==> config.mk <==
export PLATFORM = sky130hd
export DESIGN_NAME = contiguous_bitmap_allocator_top
export DESIGN_NICKNAME = d
export VERILOG_FILES = /design/src/hw/rtl/cba_pkg.sv /design/src/hw/rtl/cba_bitmap_ram.sv /design/src/hw/rtl/cba_word_scan.sv /design/src/hw/rtl/contiguous_bitmap_allocator_top.sv
export VERILOG_INCLUDE_DIRS = /design/src /design/src/hw/rtl
export SDC_FILE = /design/constraint.sdc
export NUM_CORES = 1
export LEC_CHECK = 0
export BUFFER_PORTS_ARGS = -buffer_cell sky130_fd_sc_hd__buf_2
export CORE_AREA = 2 2 189 191
export DETAILED_ROUTE_END_ITERATION = 12
export DIE_AREA = 0 0 191 193
export GPL_TIMING_DRIVEN = 0
export PLACE_DENSITY = 0.71
export SKIP_LAST_GASP = 1
export SLEW_MARGIN = 20
export SYNTH_ARGS = -nofsm -noshare
export SYNTH_HDL_FRONTEND = slang
export SYNTH_HIERARCHICAL = 1
export SYNTH_SLANG_ARGS = --single-unit
==> constraint.sdc <==
create_clock -name clock -period 7.2 [get_ports clock]
set_clock_uncertainty 0.05 [all_clocks]
set_input_delay 0.36 -clock clock [delete_from_list [all_inputs] [get_ports clock]]
set_output_delay 0.36 -clock clock [all_outputs]
set_load 0.02 [all_outputs]
==> src/hw/rtl/contiguous_bitmap_allocator_top_defines.svh <==
// ---------------------------------------------------------------------------
// Assertion macros for the contiguous bitmap allocator
// Shared concurrent assertion forms, clocked and reset-qualified.
// ---------------------------------------------------------------------------
`ifndef CONTIGUOUS_BITMAP_ALLOCATOR_TOP_DEFINES_SVH
`define CONTIGUOUS_BITMAP_ALLOCATOR_TOP_DEFINES_SVH

// same-cycle implication
`define CBA_ASSERT_IMPLIES(label, clk, rst, ante, cons, msg) \
   label: assert property (@(posedge clk) disable iff (rst) (ante) |-> (cons)) \
      else $error(msg);

// next-cycle implication
`define CBA_ASSERT_NEXT(label, clk, rst, ante, cons, msg) \
   label: assert property (@(posedge clk) disable iff (rst) (ante) |=> (cons)) \
      else $error(msg);

`endif

==> src/hw/rtl/cba_pkg.sv <==
// ---------------------------------------------------------------------------
// Contiguous bitmap allocator package
// Field widths, bitmap word geometry, status and op codes, scan result type.
// ---------------------------------------------------------------------------
package cba_pkg;

   localparam int CBA_WORD_W  = 8;
   localparam int CBA_BIT_W   = 3;
   localparam int CBA_START_W = 8;
   localparam int CBA_LEN_W   = 9;
   localparam int CBA_GRANT_W = 8;

   localparam logic CBA_OP_ACQUIRE = 1'b0;
   localparam logic CBA_OP_RELEASE = 1'b1;

   typedef enum logic [1:0] {
      CBA_ST_OK        = 2'd0,
      CBA_ST_BAD_COUNT = 2'd1,
      CBA_ST_NO_SPACE  = 2'd2,
      CBA_ST_RANGE_ERR = 2'd3
   } cba_status_type;

   typedef struct packed {
      logic                 hit;
      logic [CBA_BIT_W-1:0] pos;
   } cba_hit_type;

endpackage

==> src/hw/rtl/cba_bitmap_ram.sv <==
// ---------------------------------------------------------------------------
// Bitmap word RAM
// One write port, one read port with registered read data.
// ---------------------------------------------------------------------------
module cba_bitmap_ram #(
   parameter int DEPTH  = 32,
   parameter int ADDR_W = (DEPTH > 1) ? $clog2(DEPTH) : 1
) (
   input  logic                           clock,
   input  logic                           wr_en,
   input  logic [ADDR_W-1:0]              wr_addr,
   input  logic [cba_pkg::CBA_WORD_W-1:0] wr_data,
   input  logic                           rd_en,
   input  logic [ADDR_W-1:0]              rd_addr,
   output logic [cba_pkg::CBA_WORD_W-1:0] rd_data
);
   import cba_pkg::*;

   logic [CBA_WORD_W-1:0] mem [DEPTH];
   logic [CBA_WORD_W-1:0] rd_data_ff;

   always_ff @(posedge clock) begin
      if (wr_en) begin
         mem[wr_addr] <= wr_data;
      end
   end

   always_ff @(posedge clock) begin
      if (rd_en) begin
         rd_data_ff <= mem[rd_addr];
      end
   end

   assign rd_data = rd_data_ff;

endmodule

==> src/hw/rtl/cba_word_scan.sv <==
// ---------------------------------------------------------------------------
// Bitmap word scanner
// Extends the running free count across one word and finds the lowest bit
// at which the requested run length is reached.
// ---------------------------------------------------------------------------
module cba_word_scan #(
   parameter int CNT_W = 10
) (
   input  logic [cba_pkg::CBA_WORD_W-1:0] word_used,
   input  logic [CNT_W-1:0]               run_in,
   input  logic [CNT_W-1:0]               len,
   input  logic [CNT_W-1:0]               base,
   output cba_pkg::cba_hit_type           hit,
   output logic [CNT_W-1:0]               run_out,
   output logic [CNT_W-1:0]               found
);
   import cba_pkg::*;

   always_comb begin
      logic [CBA_BIT_W:0] local_run;
      logic               all_free;
      logic [CNT_W-1:0]   total;
      hit       = '0;
      local_run = '0;
      all_free  = 1'b1;
      for (int j = 0; j < CBA_WORD_W; j++) begin
         if (word_used[j]) begin
            local_run = '0;
            all_free  = 1'b0;
         end else begin
            local_run = local_run + 1'b1;
         end
         total = all_free ? run_in + CNT_W'(j + 1) : CNT_W'(local_run);
         if (!hit.hit && (total >= len)) begin
            hit.hit = 1'b1;
            hit.pos = CBA_BIT_W'(j);
         end
      end
      run_out = all_free ? run_in + CNT_W'(CBA_WORD_W) : CNT_W'(local_run);
      found   = base + CNT_W'(hit.pos) + CNT_W'(1) - len;
   end

endmodule

==> src/hw/rtl/contiguous_bitmap_allocator_top.sv <==
// ---------------------------------------------------------------------------
// Contiguous bitmap allocator
// First-fit allocator over a used/free bitmap held in a word RAM.
//
//   channel  dir  beat contents
//   req_*    in   tuser: op; tdata: start_slot, run_length
//   rsp_*    out  tdata: status, granted_slot
//
// One request at a time; the sequencer handles each 8-slot word in a read
// state, then a check or write-back state. Acquire scans words from the
// first until the run fits, then marks it word by word; release clears the
// words it touches. Rejected requests go straight to the response state.
// After reset a clearing pass writes zeros over ceil(SLOT_COUNT/8) words,
// one per cycle, with req_tready low.
// The next request is taken while a response beat waits on rsp_tready.
// ---------------------------------------------------------------------------
`include "contiguous_bitmap_allocator_top_defines.svh"

module contiguous_bitmap_allocator_top #(
   parameter int SLOT_COUNT = 256
) (
   input  logic        clock,
   input  logic        reset,
   input  logic        req_tvalid,
   output logic        req_tready,
   input  logic [23:0] req_tdata,   // [7:0] start_slot, [16:8] run_length, rest zero
   input  logic [0:0]  req_tuser,   // [0] op
   output logic        rsp_tvalid,
   input  logic        rsp_tready,
   output logic [15:0] rsp_tdata    // [1:0] status, [9:2] granted_slot, rest zero
);
   import cba_pkg::*;

   localparam int WORDS  = (SLOT_COUNT + CBA_WORD_W - 1) / CBA_WORD_W;
   localparam int ADDR_W = (WORDS > 1) ? $clog2(WORDS) : 1;
   localparam int SLOT_W = $clog2(SLOT_COUNT + 1);
   localparam int CNT_W  = ((SLOT_W > CBA_LEN_W) ? SLOT_W : CBA_LEN_W) + 1;

   typedef enum logic [6:0] {
      S_CLEAR = 7'b0000001,
      S_IDLE  = 7'b0000010,
      S_SRD   = 7'b0000100,
      S_SCHK  = 7'b0001000,
      S_MRD   = 7'b0010000,
      S_MWR   = 7'b0100000,
      S_RESP  = 7'b1000000
   } state_type;

   state_type                state_ff, state_in;
   logic [ADDR_W-1:0]        word_ff, word_in;
   logic [ADDR_W-1:0]        last_word_ff, last_word_in;
   logic [CNT_W-1:0]         run_ff, run_in;
   logic [CNT_W-1:0]         len_ff, len_in;
   logic [CNT_W-1:0]         start_ff, start_in;
   logic [CNT_W-1:0]         end_ff, end_in;
   logic                     set_val_ff, set_val_in;
   cba_status_type           res_status_ff, res_status_in;
   logic [CBA_GRANT_W-1:0]   res_slot_ff, res_slot_in;
   logic                     rsp_valid_ff, rsp_valid_in;
   cba_status_type           rsp_status_ff, rsp_status_in;
   logic [CBA_GRANT_W-1:0]   rsp_slot_ff, rsp_slot_in;

   logic                     req_fire;
   logic                     req_op;
   logic [CNT_W-1:0]         req_start;
   logic [CNT_W-1:0]         req_len;
   logic [CNT_W-1:0]         req_end;
   logic [CNT_W-1:0]         base;
   logic [CBA_WORD_W-1:0]    rd_data;
   logic [CBA_WORD_W-1:0]    scan_word;
   logic [CBA_WORD_W-1:0]    wr_data;
   logic                     wr_en;
   logic                     rd_en;
   cba_hit_type              scan_hit;
   logic [CNT_W-1:0]         scan_run;
   logic [CNT_W-1:0]         scan_found;
   logic [CNT_W-1:0]         found_end;

   assign req_tready = (state_ff == S_IDLE);
   assign req_fire   = req_tvalid && req_tready;
   assign req_op     = req_tuser[0];
   assign req_start  = CNT_W'(req_tdata[CBA_START_W-1:0]);
   assign req_len    = CNT_W'(req_tdata[CBA_START_W +: CBA_LEN_W]);
   assign req_end    = req_start + req_len;
   assign base       = CNT_W'({word_ff, {CBA_BIT_W{1'b0}}});
   assign found_end  = scan_found + len_ff;

   // slots past capacity read as used
   always_comb begin
      for (int j = 0; j < CBA_WORD_W; j++) begin
         scan_word[j] = rd_data[j] || ((base + CNT_W'(j)) >= CNT_W'(SLOT_COUNT));
      end
   end

   // run mask merge for read-modify-write
   always_comb begin
      logic [CNT_W-1:0] idx;
      for (int j = 0; j < CBA_WORD_W; j++) begin
         idx        = base + CNT_W'(j);
         wr_data[j] = ((idx >= start_ff) && (idx < end_ff)) ? set_val_ff : rd_data[j];
      end
      if (state_ff == S_CLEAR) begin
         wr_data = '0;
      end
   end

   assign wr_en = (state_ff == S_CLEAR) || (state_ff == S_MWR);
   assign rd_en = (state_ff == S_SRD) || (state_ff == S_MRD);

   cba_bitmap_ram #(
      .DEPTH  (WORDS),
      .ADDR_W (ADDR_W)
   ) u_ram (
      .clock   (clock),
      .wr_en   (wr_en),
      .wr_addr (word_ff),
      .wr_data (wr_data),
      .rd_en   (rd_en),
      .rd_addr (word_ff),
      .rd_data (rd_data)
   );

   cba_word_scan #(
      .CNT_W (CNT_W)
   ) u_scan (
      .word_used (scan_word),
      .run_in    (run_ff),
      .len       (len_ff),
      .base      (base),
      .hit       (scan_hit),
      .run_out   (scan_run),
      .found     (scan_found)
   );

   always_comb begin
      state_in      = state_ff;
      word_in       = word_ff;
      last_word_in  = last_word_ff;
      run_in        = run_ff;
      len_in        = len_ff;
      start_in      = start_ff;
      end_in        = end_ff;
      set_val_in    = set_val_ff;
      res_status_in = res_status_ff;
      res_slot_in   = res_slot_ff;
      rsp_valid_in  = rsp_valid_ff && !rsp_tready;
      rsp_status_in = rsp_status_ff;
      rsp_slot_in   = rsp_slot_ff;

      unique case (state_ff)
         S_CLEAR: begin
            if (word_ff == ADDR_W'(WORDS - 1)) begin
               word_in  = '0;
               state_in = S_IDLE;
            end else begin
               word_in = word_ff + 1'b1;
            end
         end
         S_IDLE: begin
            if (req_fire) begin
               res_slot_in = '0;
               len_in      = req_len;
               if (req_op == CBA_OP_ACQUIRE) begin
                  if ((req_len == '0) || (req_len > CNT_W'(SLOT_COUNT))) begin
                     res_status_in = CBA_ST_BAD_COUNT;
                     state_in      = S_RESP;
                  end else begin
                     word_in    = '0;
                     run_in     = '0;
                     set_val_in = 1'b1;
                     state_in   = S_SRD;
                  end
               end else begin
                  if (req_end > CNT_W'(SLOT_COUNT)) begin
                     res_status_in = CBA_ST_RANGE_ERR;
                     state_in      = S_RESP;
                  end else if (req_len == '0) begin
                     res_status_in = CBA_ST_OK;
                     state_in      = S_RESP;
                  end else begin
                     res_status_in = CBA_ST_OK;
                     start_in      = req_start;
                     end_in        = req_end;
                     word_in       = ADDR_W'(req_start >> CBA_BIT_W);
                     last_word_in  = ADDR_W'((req_end - CNT_W'(1)) >> CBA_BIT_W);
                     set_val_in    = 1'b0;
                     state_in      = S_MRD;
                  end
               end
            end
         end
         S_SRD: begin
            state_in = S_SCHK;
         end
         S_SCHK: begin
            if (scan_hit.hit) begin
               res_status_in = CBA_ST_OK;
               res_slot_in   = scan_found[CBA_GRANT_W-1:0];
               start_in      = scan_found;
               end_in        = found_end;
               word_in       = ADDR_W'(scan_found >> CBA_BIT_W);
               last_word_in  = ADDR_W'((found_end - CNT_W'(1)) >> CBA_BIT_W);
               state_in      = S_MRD;
            end else if (word_ff == ADDR_W'(WORDS - 1)) begin
               res_status_in = CBA_ST_NO_SPACE;
               state_in      = S_RESP;
            end else begin
               word_in  = word_ff + 1'b1;
               run_in   = scan_run;
               state_in = S_SRD;
            end
         end
         S_MRD: begin
            state_in = S_MWR;
         end
         S_MWR: begin
            if (word_ff == last_word_ff) begin
               state_in = S_RESP;
            end else begin
               word_in  = word_ff + 1'b1;
               state_in = S_MRD;
            end
         end
         S_RESP: begin
            if (!rsp_valid_ff || rsp_tready) begin
               rsp_valid_in  = 1'b1;
               rsp_status_in = res_status_ff;
               rsp_slot_in   = res_slot_ff;
               state_in      = S_IDLE;
            end
         end
         default: begin
            state_in = S_IDLE;
         end
      endcase
   end

   always_ff @(posedge clock) begin
      if (reset) begin
         state_ff     <= S_CLEAR;
         word_ff      <= '0;
         rsp_valid_ff <= 1'b0;
      end else begin
         state_ff     <= state_in;
         word_ff      <= word_in;
         rsp_valid_ff <= rsp_valid_in;
      end
   end

   always_ff @(posedge clock) begin
      last_word_ff  <= last_word_in;
      run_ff        <= run_in;
      len_ff        <= len_in;
      start_ff      <= start_in;
      end_ff        <= end_in;
      set_val_ff    <= set_val_in;
      res_status_ff <= res_status_in;
      res_slot_ff   <= res_slot_in;
      rsp_status_ff <= rsp_status_in;
      rsp_slot_ff   <= rsp_slot_in;
   end

   assign rsp_tvalid = rsp_valid_ff;
   assign rsp_tdata  = 16'({rsp_slot_ff, rsp_status_ff});

   `CBA_ASSERT_NEXT(a_busy_after_accept, clock, reset, req_fire, !req_tready,
      "request accepted while previous one still in progress")
   `CBA_ASSERT_IMPLIES(a_mark_in_range, clock, reset, state_ff == S_MWR,
      end_ff <= CNT_W'(SLOT_COUNT), "marked run extends past capacity")
   `CBA_ASSERT_IMPLIES(a_rsp_from_resp, clock, reset, $rose(rsp_valid_ff),
      $past(state_ff == S_RESP), "response loaded outside response state")
   `CBA_ASSERT_IMPLIES(a_scan_word_bound, clock, reset, state_ff == S_SCHK,
      word_ff <= ADDR_W'(WORDS - 1), "scan word beyond bitmap")

endmodule

==> impl_metrics.ini <==
[run_status]
status = finished, final reports clean

[cts]
cts_tree = done
cts_max_level = 2
clock_latency_ps = 530
cts_buffer_depth = 3
root_buffer = clkbuf_16
clkTransAtPathRegs_ps = 60
cts_sinks = 342
cts_buffers = 37

[floorplanning]
initial_utilization_pct = 53.9
die_x_um = 191
core_area_mm2 = 0.0350
die_height_um = 193
ioPinCount = 47
die_area_mm2 = 0.0369
rows = 69

[synthesis]
syn_area_per_cell_um2 = 13.4
synth-warning-count = 6
syn-instance-count = 1411
syn-cell-area_mm2 = 0.0188

[cells_and_area]
final_util_pct = 60.9
drive_above_1_share_pct = 18.4
area_growth_pct = 13.0
design_area_mm2 = 0.0213
fin_cells = 2000
nets = 1683
diodes = 0

[drt]
drt_iter0_drc = 1008
routed_wirelength_um = 45500
via_per_inst = 6.06
ant_nets = 0
wire_per_inst_um = 22.8
first_pass_iters = 6
vias = 12125
drc_errors = 0

[global_route]
grt_start_max_net_pins = 33
antenna_found_initial = 0
grt_pass1_wl_um = 70100
grt_use_total_pct = 25.4
grt_overflow_total = 0
first_global_vias = 12093

[sta]
period_share_pct = 94.8
finalMaxSlewViolations = 0
tns_ps = 0
worst_slew_pin_slew_ps = 1010
max_freq_ghz = 0.147
hold_viol = 0
layout_setup_ws_ps = 377
final-setup-viol-count = 0
min_period_ps = 6820
hold_ws_ps = 14.4
relSlewSlack_pct = 32.2

[power_and_ir_drop]
switchingPower_mw = 1.29
power_mw = 5.08
seqPwrFrac_pct = 45.2
p_leak_nw = 7.75
comb_power_share_pct = 16.7
switching_share_pct = 25.4
intPower_mw = 3.79
powerDensity_mw_per_mm2 = 238
pwr-share-clk_pct = 38.1
vdd_drop_max_mv = 0.306

[setup_path]
start_kind = flop
cp.arrival_ps = 7040
cp_max_fo = 9
worst_ep_required_time_ps = 7420
timing.critical_path.mode_cell = ha_1
worstSetupPathType = flop to flop
end_kind = flop
max_stage_delay_ps = 560
cpMaxStageDelayCell = edfxtp_1

[placement]
dp_hpwl_um = 32300
pre_cts_ws_ps = -440
placedCellCount = 1922
io_buffers = 33
post_dp_cell_area_mm2 = 0.0198
gp_congestion = 0.925

[job]
maxCapViolCount = 0

[min_path]
hold_class = primary input to flop
## area by class of cell
| cell class | instances | area [um^2] |
|---|---|---|
| well taps | 461 | 577 |
| plain buffers | 54 | 273 |
| flip-flops and latches | 342 | 10100 |
| fillers | 2648 | 13700 |
| clock inverters | 13 | 144 |
| multi-input cells | 954 | 8420 |
| repair buffers | 52 | 355 |
| inverters | 70 | 263 |
| clock buffers | 54 | 1120 |
## per-layer routing
metal	up-vias	global-route usage (%)	part of all wire (%)
met2	488	42.1	48
met4	0	9.45	3.7
met1	5974	34.4	42
li1	5558	-	-
met3	105	3.62	6.5
met5	-	0	0
## power groups by stage
stage                     Sequential [mW]  Clock (mW)  Combinational (mW)
after CTS                            2.29        1.96               0.821
after global routing                 2.30        2.03               0.902
after floorplan                      2.32           0               0.574
after global placement               2.33           0               0.774
after detailed placement             2.34           0               0.806
final                                2.30        1.93               0.846
## final timing paths
check,start,endpoint,slack [ps],cells after the start
max,run_ff[1]$_SDFFCE_PN0P_,last_word_ff[4]$_DFFE_PP_,380,26
min,req_tdata[10],len_ff[2]$_DFFE_PP_,10,1
max reg2reg,run_ff[1]$_SDFFCE_PN0P_,last_word_ff[4]$_DFFE_PP_,380,26
min reg2reg,res_status_ff[0]$_SDFFCE_PP0P_,rsp_status_ff[0]$_DFFE_PP_,370,0
## worst max-delay path, delay by kind of cell, from the launching register on
family / cells / cell delay [ps]
adder cells (fa/ha/maj): 5 / 1640
AO/OA/AOI/OAI: 12 / 2240
flip-flops: 1 / 560
XOR/XNOR: 3 / 550
AND/OR/NAND/NOR: 4 / 1100
buffers and inverters: 2 / 410
## state kept, by name, summed over array words and instances, names as in the netlist
name / flops
end_ff: 10
last_word_ff: 5
len_ff: 9
res_slot_ff: 8
res_status_ff: 2
rsp_slot_ff: 8
rsp_status_ff: 2
rsp_tvalid: 1
run_ff: 10
set_val_ff: 1
start_ff: 10
state_ff: 7
u_ram/mem: 256
u_ram/rd_data: 8
word_ff: 5
## placed cells by master (no fill, tap or decap), types with 13 or more instances in the layout
cell type	instances
a21oi_1	52
buf_2	37
buf_4	21
nor3_1	25
nor2b_1	21
nand2_1	56
inv_1	69
ha_1	136
o21ai_0	39
edfxtp_1	329
clkbuf_1	34
xnor2_1	40
a211oi_1	13
dfxtp_1	13
and2_1	24
or3_1	15
clkbuf_16	42
nor2_1	139
a21o_1	27
nand3_1	22
mux4_2	80
xor2_1	36
## repair_timing
item | CTS | global route
resized for setup | 11 | 25
pin swaps | 0 | 7
hold endpoints to repair | 5 | 0
endpoints found under the setup margin | 6 | 7
buffers inserted | 0 | 8
hold buffers | 5 | 0
No activity file was read; power rests on OpenSTA's default activity.
